$ cat src/sv/icl_pkg.sv
package icl_pkg;

  localparam int unsigned CapacityDef  = 64;
  localparam int unsigned CoordBitsDef = 16;
  localparam int unsigned OutBits      = 16;
  localparam int unsigned CmdBits      = 2;
  localparam int unsigned PosBits      = 7;

  typedef enum logic [1:0] {
    CMD_GET    = 2'd0,
    CMD_INSERT = 2'd1,
    CMD_DELETE = 2'd2,
    CMD_LENGTH = 2'd3
  } cmd_e;

  // controller to datapath
  typedef struct packed {
    logic load;     // capture command
    logic start;    // check command, set move pointer
    logic grab;     // build result
    logic mv_rd;    // read entry to move
    logic mv_wr;    // write moved entry, step pointer
    logic commit;   // write new entry, update count
  } icl_ctrl_t;

  // datapath to controller
  typedef struct packed {
    logic modify;     // command changes the list
    logic move_pend;  // entries left to move
  } icl_stat_t;

endpackage

$ cat src/sv/icl_ctrl.sv
module icl_ctrl
  import icl_pkg::*;
(
  input  logic      clk_i,
  input  logic      rst_ni,
  input  logic      s_tvalid_i,
  output logic      s_tready_o,
  output logic      m_tvalid_o,
  input  logic      m_tready_i,
  input  icl_stat_t stat_i,
  output icl_ctrl_t ctrl_o
);

  typedef enum logic [6:0] {
    ST_IDLE   = 7'b0000001,
    ST_CHECK  = 7'b0000010,
    ST_GRAB   = 7'b0000100,
    ST_MV_RD  = 7'b0001000,
    ST_MV_WR  = 7'b0010000,
    ST_FINISH = 7'b0100000,
    ST_OUT    = 7'b1000000
  } state_e;

  state_e state_q, state_d;

  // next-state logic
  always_comb begin
    state_d     = state_q;
    s_tready_o  = 1'b0;
    m_tvalid_o  = 1'b0;
    ctrl_o      = '0;
    unique case (state_q)
      ST_IDLE: begin
        s_tready_o  = 1'b1;
        ctrl_o.load = s_tvalid_i;
        if (s_tvalid_i) state_d = ST_CHECK;
      end
      ST_CHECK: begin
        ctrl_o.start = 1'b1;
        state_d      = ST_GRAB;
      end
      ST_GRAB: begin
        ctrl_o.grab = 1'b1;
        state_d     = stat_i.modify ? ST_MV_RD : ST_OUT;
      end
      // one entry moves per read/write pair
      ST_MV_RD: begin
        if (stat_i.move_pend) begin
          ctrl_o.mv_rd = 1'b1;
          state_d      = ST_MV_WR;
        end else begin
          state_d = ST_FINISH;
        end
      end
      ST_MV_WR: begin
        ctrl_o.mv_wr = 1'b1;
        state_d      = ST_MV_RD;
      end
      ST_FINISH: begin
        ctrl_o.commit = 1'b1;
        state_d       = ST_OUT;
      end
      ST_OUT: begin
        m_tvalid_o = 1'b1;
        if (m_tready_i) state_d = ST_IDLE;
      end
      default: state_d = ST_IDLE;
    endcase
  end

  always_ff @(posedge clk_i or negedge rst_ni) begin
    if (!rst_ni) state_q <= ST_IDLE;
    else         state_q <= state_d;
  end

endmodule

$ cat src/sv/icl_dp.sv
module icl_dp
  import icl_pkg::*;
#(
  parameter int unsigned Capacity  = CapacityDef,
  parameter int unsigned CoordBits = CoordBitsDef
) (
  input  logic                 clk_i,
  input  logic                 rst_ni,
  input  icl_ctrl_t            ctrl_i,
  output icl_stat_t            stat_o,
  input  logic [CmdBits-1:0]   cmd_i,
  input  logic [PosBits-1:0]   pos_i,
  input  logic [OutBits-1:0]   cx_i,
  input  logic [OutBits-1:0]   cy_i,
  output logic                 ok_o,
  output logic [OutBits-1:0]   ox_o,
  output logic [OutBits-1:0]   oy_o,
  output logic [PosBits-1:0]   count_o
);

  localparam int unsigned CntBits  = $clog2(Capacity + 1);
  localparam int unsigned AddrBits = $clog2(Capacity);
  localparam int unsigned CmpBits  = (CntBits > PosBits) ? CntBits : PosBits;
  localparam int unsigned Ext = (CoordBits > OutBits) ? CoordBits : OutBits;

  typedef logic [CoordBits-1:0]   crd_t;
  typedef logic [2*CoordBits-1:0] ent_t;   // {y, x}

  // entry memory, one read and one write address per cycle
  ent_t                mem_q [Capacity];
  ent_t                rdata_q;
  logic [CntBits-1:0]  held_q;
  cmd_e                cmd_q;
  logic [PosBits-1:0]  pos_q;
  crd_t                nx_q, ny_q;
  logic [AddrBits-1:0] ptr_q;
  logic                ok_q;
  logic [OutBits-1:0]  ox_q, oy_q;

  // command decode
  logic                pos_lt, pos_le, full, ins_ok, del_ok;
  logic [CmpBits-1:0]  posw, heldw, ptrw;
  logic [AddrBits-1:0] paddr, src, raddr;
  crd_t                rx, ry;
  always_comb begin
    posw   = CmpBits'(pos_q);
    heldw  = CmpBits'(held_q);
    ptrw   = CmpBits'(ptr_q);
    pos_lt = posw < heldw;
    pos_le = posw <= heldw;
    full   = held_q == CntBits'(Capacity);
    ins_ok = (cmd_q == CMD_INSERT) && pos_le && !full;
    del_ok = (cmd_q == CMD_DELETE) && pos_lt;
    paddr  = AddrBits'(pos_q);
    // insert moves entries back from the tail, delete moves them forward
    src    = (cmd_q == CMD_INSERT) ? ptr_q - 1'b1 : ptr_q + 1'b1;
    raddr  = ctrl_i.mv_rd ? src : paddr;
    rx     = rdata_q[CoordBits-1:0];
    ry     = rdata_q[2*CoordBits-1:CoordBits];
    stat_o.modify    = ins_ok || del_ok;
    stat_o.move_pend = (cmd_q == CMD_INSERT) ? (ptrw > posw) : (ptrw + 1'b1 < heldw);
  end

  function automatic logic [OutBits-1:0] sx(crd_t v);
    logic [Ext-1:0] w;
    w = Ext'(signed'(v));
    return w[OutBits-1:0];
  endfunction

  // entry memory: moved entry, new entry, registered read
  always_ff @(posedge clk_i) begin
    if (ctrl_i.mv_wr) begin
      mem_q[ptr_q] <= rdata_q;
    end else if (ctrl_i.commit && ins_ok) begin
      mem_q[paddr] <= {ny_q, nx_q};
    end
    rdata_q <= mem_q[raddr];
  end

  // captured command, move pointer and result registers
  always_ff @(posedge clk_i) begin
    if (ctrl_i.load) begin
      cmd_q <= cmd_e'(cmd_i);
      pos_q <= pos_i;
      nx_q  <= CoordBits'(signed'(cx_i));
      ny_q  <= CoordBits'(signed'(cy_i));
    end
    if (ctrl_i.start) begin
      ptr_q <= (cmd_q == CMD_INSERT) ? AddrBits'(held_q) : paddr;
    end else if (ctrl_i.mv_wr) begin
      ptr_q <= src;
    end
    if (ctrl_i.grab) begin
      ok_q <= 1'b1;
      ox_q <= '0;
      oy_q <= '0;
      unique case (cmd_q)
        CMD_GET, CMD_DELETE: begin
          if (pos_lt) begin
            ox_q <= sx(rx);
            oy_q <= sx(ry);
          end else begin
            ok_q <= 1'b0;
            ox_q <= '1;
          end
        end
        CMD_INSERT: begin
          if (!ins_ok) begin
            ok_q <= 1'b0;
            ox_q <= '1;
          end
        end
        default: ;
      endcase
    end
  end

  // entry count
  always_ff @(posedge clk_i or negedge rst_ni) begin
    if (!rst_ni) held_q <= '0;
    else if (ctrl_i.commit) begin
      if (ins_ok)      held_q <= held_q + 1'b1;
      else if (del_ok) held_q <= held_q - 1'b1;
    end
  end

  assign ok_o    = ok_q;
  assign ox_o    = ox_q;
  assign oy_o    = oy_q;
  assign count_o = PosBits'(held_q);

endmodule

$ cat src/sv/indexed_coordinate_list.sv
// Indexed coordinate list: get, insert, delete and length query on an ordered list.
// Get, length query and refused commands go from the check and grab states to the result;
// insert and delete also move m entries, one per read and write state pair, then commit.
// One command at a time: the next input transfer can come in the cycle after the result
// transfer, not before.
// Reset (rst_ni low, asynchronous) empties the list; entry contents stay undefined.
module indexed_coordinate_list
  import icl_pkg::*;
#(
  parameter int unsigned CAPACITY   = CapacityDef,
  parameter int unsigned COORD_BITS = CoordBitsDef
) (
  input  logic        clk_i,
  input  logic        rst_ni,
  input  logic        s_tvalid_i,
  output logic        s_tready_o,
  input  logic [47:0] s_tdata_i,   // cmd[1:0], position[8:2], coord_x[24:9], coord_y[40:25]
  output logic        m_tvalid_o,
  input  logic        m_tready_i,
  output logic [39:0] m_tdata_o    // ok[0], out_x[16:1], out_y[32:17], count[39:33]
);

  icl_ctrl_t          ctrl;
  icl_stat_t          stat;
  logic               ok;
  logic [OutBits-1:0] ox, oy;
  logic [PosBits-1:0] cnt;

  icl_ctrl u_ctrl (
    .clk_i, .rst_ni, .s_tvalid_i, .s_tready_o, .m_tvalid_o, .m_tready_i,
    .stat_i(stat),
    .ctrl_o(ctrl)
  );

  icl_dp #(.Capacity(CAPACITY), .CoordBits(COORD_BITS)) u_dp (
    .clk_i, .rst_ni,
    .ctrl_i (ctrl),
    .stat_o (stat),
    .cmd_i  (s_tdata_i[1:0]),
    .pos_i  (s_tdata_i[8:2]),
    .cx_i   (s_tdata_i[24:9]),
    .cy_i   (s_tdata_i[40:25]),
    .ok_o   (ok),
    .ox_o   (ox),
    .oy_o   (oy),
    .count_o(cnt)
  );

  assign m_tdata_o = {cnt, oy, ox, ok};

endmodule

$ cat config.mk
export PLATFORM = sky130hd
export DESIGN_NAME = indexed_coordinate_list
export DESIGN_NICKNAME = d
export VERILOG_FILES = /design/src/sv/icl_pkg.sv /design/src/sv/icl_ctrl.sv /design/src/sv/icl_dp.sv /design/src/sv/indexed_coordinate_list.sv
export SDC_FILE = /design/constraint.sdc
export NUM_CORES = 2
export LEC_CHECK = 0
export BUFFER_PORTS_ARGS = -buffer_cell sky130_fd_sc_hd__buf_2
export CORE_ASPECT_RATIO = 0.5
export CORE_MARGIN = 10
export CORE_UTILIZATION = 60
export CTS_CLUSTER_SIZE = 12
export DETAILED_ROUTE_END_ITERATION = 6
export PLACE_DENSITY_LB_ADDON = 0.2
export SYNTH_ARGS = -nofsm -noshare
export SYNTH_HDL_FRONTEND = slang
export SYNTH_HIERARCHICAL = 1
export SYNTH_SLANG_ARGS = --single-unit
$ cat constraint.sdc
create_clock -name clk_i -period 7.03 [get_ports clk_i]
set_clock_uncertainty 0.2 [all_clocks]
set_input_delay 1.7575 -clock clk_i [delete_from_list [all_inputs] [get_ports clk_i]]
set_output_delay 1.7575 -clock clk_i [all_outputs]
set_load 0.005 [all_outputs]
==> results.tsv <==
metric	value	unit
Mapped Cells	5784	
warnings from Yosys	6	
wire per inst	28.2	microns
latest clock arrival within the worst-skew pair	820	ps
global-route total usage across every layer	0.271	
Mean Syn Cell Area	15.0	sq um
unique cell type count in the Yosys netlist	93	
failing checks	design-rule violations	
antenna violations before repair	7	
post-route fraction of the period consumed by the critical path	0.881	
number of nets still failing antenna checks after routing	0	
part of the Yosys area used for sequential elements	0.748	
vias per inst	6.50	
Crit. End Element	flop	
number of nets in the layout	5998	
CTS H-Tree Depth	4	
Slew @ Worst Pin	1360	ps
initial core utilization	0.606	
proportion of register bits with asynchronous set or reset after synthesis	0.00644	
met3 wire length	28200	microns
total die area	161000	sq um
highest metal layer with signal wires	met5	
power per cell area	350	nW/um^2
number of nets in the synthesized netlist	5867	
worst path arrival time	6700	ps
final weighted congestion of routability-driven global placement	0.925	
cell type with the highest occurrence count on the critical path	sky130_fd_sc_hd__buf_4	
delay contributed by the slowest stage of the critical path	760	ps
crit-path max FO	84	
number of enable flip-flop cells after synthesis	2128	
CP cell instances	inv_1 -> ha_1 -> nor2b_1 -> o21a_1 -> o21a_1 -> o21ai_0 -> nand2b_1 -> a21oi_1 -> o41ai_1 -> and4b_1 -> buf_4 -> mux2_8 -> buf_4 -> buf_4 -> nand2_1 -> and3_1 -> a31oi_1 -> a32o_1 -> nor4_1 -> buf_4 -> nor4_1	
Lkg Pwr	32.3	nW
maximum number of pins on one net before global-route repair	157	
number of detailed-routing iterations run before antenna repair	7	
total congestion overflow	0	
worst hold path class	reg -> reg	
maximum vdd ir drop	0.289	mV
slew margin rel.	0.0902	
flip-flop and latch count after synthesis	2174	
number of global-route vias before repair	49600	
kind of launch point of the worst setup path	flop	
Max Transition Viols Final	0	
maximum clock frequency	162	MHz
required time of the worst setup path	7540	ps
length of routed wiring on met1	88400	microns
final hold vios	0	
I/O pin count	94	
count of instances resized after the clock tree is built	0	
Reg clk slew, reported paths	60	ps
maximum count of clock buffers along a single path	3	
quantity of hold-fixing buffers added after cts	0	
commonest cells after routing, fill and taps aside	sky130_fd_sc_hd__edfxtp_1, sky130_fd_sc_hd__nand2_1, sky130_fd_sc_hd__nand3_1	
synthesis-to-layout area growth	10.2	%
count of input and output buffers	86	
area inside the core boundary	143000	sq um
startpoint-to-endpoint class of the critical path	reg -> reg	
minimum clock period after layout	6190	ps
vertical die dimension	289	microns
clock tree from TritonCTS	done	
HPWL after detailed placement	128000	microns
setup repair after global routing missed its margin	no	
Cell Area, Placed	90100	sq um
total clock buffers created by CTS	200	
post-synthesis instance area	86700	sq um
DRC violations left	1	
Die W	558	microns
number of vias after detailed routing	51300	
fraction of final layout cells with drive strength greater than 1	0.131	
cell chosen for the clock root	sky130_fd_sc_hd__clkbuf_16	
leading cell type in the layout, fill and taps excluded	sky130_fd_sc_hd__edfxtp_1	
final total negative setup slack	0	ps
number of cell rows	98	
number of sinks driven by the clock tree	2174	
first-pass GRT wire length	324000	microns
length of routed met2 wiring	98700	microns
Setup Buffers After CTS	0	
number of DRC markers after the initial detailed-route iteration	7163	
outcome	finished, violations left	
final setup violation count	0	
master of the slowest instance on the critical path	sky130_fd_sc_hd__mux2_8	
reported max-cap violation count	0	
Top FF cell, synth	sky130_fd_sc_hd__edfxtp_1	
Final Routed Wirelength	222000	microns
final design instance area without fill	95600	sq um
==> flip-flops by register name, summed over array words and instances (netlist names) <==
signal,cells
u_dp/count_o,7
u_dp/ny_q,16
u_dp/ox_o,16
u_dp/ok_o,1
u_dp/ptr_q,6
u_dp/nx_q,16
u_dp/cmd_q,2
u_dp/pos_q,7
u_dp/oy_o,16
u_dp/rdata_q,32
u_ctrl/state_q,7
u_dp/mem_q,2048
==> critical path: cells and delay by family, from the launching register on <==
kind / cells / cell delay, ps
fa+ha+maj: 1 / 350
buf+inv: 5 / 1660
compound gates: 7 / 1360
simple gates: 7 / 1090
flops: 1 / 600
mux: 1 / 760
==> worst paths after layout <==
path / startpoint / endpoint / slack (ps) / cells past startpoint
setup / recovery: u_dp/pos_q[1] / u_dp/rdata_q[8] / 840 / 21
hold / removal: u_dp/rdata_q[29] / u_dp/oy_o[13] / 360 / 1
setup reg to reg: u_dp/pos_q[1] / u_dp/rdata_q[8] / 840 / 21
hold reg to reg: u_dp/rdata_q[29] / u_dp/oy_o[13] / 360 / 1
max in group asynchronous: rst_ni / u_ctrl/state_q[0] / 5700 / 1
min in group asynchronous: rst_ni / u_ctrl/state_q[6] / 630 / 1
==> Yosys cell counts (all sizes together) (4+ instances only) <==
master   instances  area, sq um
edfxtp        2128        63900
nand2b           7         43.8
a32o           124         1240
inv             22         90.1
nor4            65          488
a21o             9         67.6
xnor2            8         96.4
a41oi            4         35.0
a21oi           16          110
nor2b            5         31.3
and3           124          776
buf            235         1600
nand4            5         31.3
and4            31          272
a2111oi          4         73.8
xor2             7         61.3
mux4           132         3070
a211oi           8         65.1
a32oi           33          289
clkbuf         121          492
nor3            41          210
a22o            31          272
o21ai           30          150
mux2i          172         1720
nand3          519         2600
dfxtp           32          641
a31oi          129          813
nor4b            4         50.1
nand2         1514         5680
o21a             4         30.0
or2              5         31.3
dfrtp           13          325
and2            20          125
ha              29          363
or3              4         35.0
nor2           107          422
==> area by class of cell <==
type,instances,area (sq um)
flip-flops and latches,2174,64900
multi-input cells,3231,20500
clock buffers,266,5300
repair buffers,286,2310
well taps,1900,2380
clock inverters,12,155
fillers,9474,47600
inverters,22,90.1
diodes,4,10.0
==> layer usage <==
metal,track usage,up-vias
met5,0,-
met4,0.0926,2
met3,0.0780,402
met2,0.405,2911
met1,0.388,25900
li1,-,22100
==> kinds of logic after synthesis <==
group / share of synthesized area
AOI/OAI and AO/OA: 0.0388
xor gates and xnor gates: 0.00182
adders and majority gates: 0.00465
buffers and inverters: 0.0252
DFF: 0.748
muxes: 0.0556
and+or+nand+nor: 0.126
==> report_power, final <==
| part | switching, mW | internal (mW) |
|---|---|---|
| Sequential | 0.261 | 16.4 |
| Combinational | 5.29 | 1.86 |
| Clock | 4.43 | 5.22 |
| Total | 9.98 | 23.5 |
==> metrics by stage <==
stage	utilization	power [mW]	hold slack, ps	setup WS [ps]	std cells
finish	0.668	33.4	362	838	7895
global route	0.667	34.5	376	406	7891
CTS	0.667	33.4	355	899	7890
detailed placement	0.629	23.9	346	978	7612
global placement	0.629	23.6	333	1090	7612
floorplan	-	21.0	306	2560	5784
No activity file was read; power rests on OpenSTA's default activity.
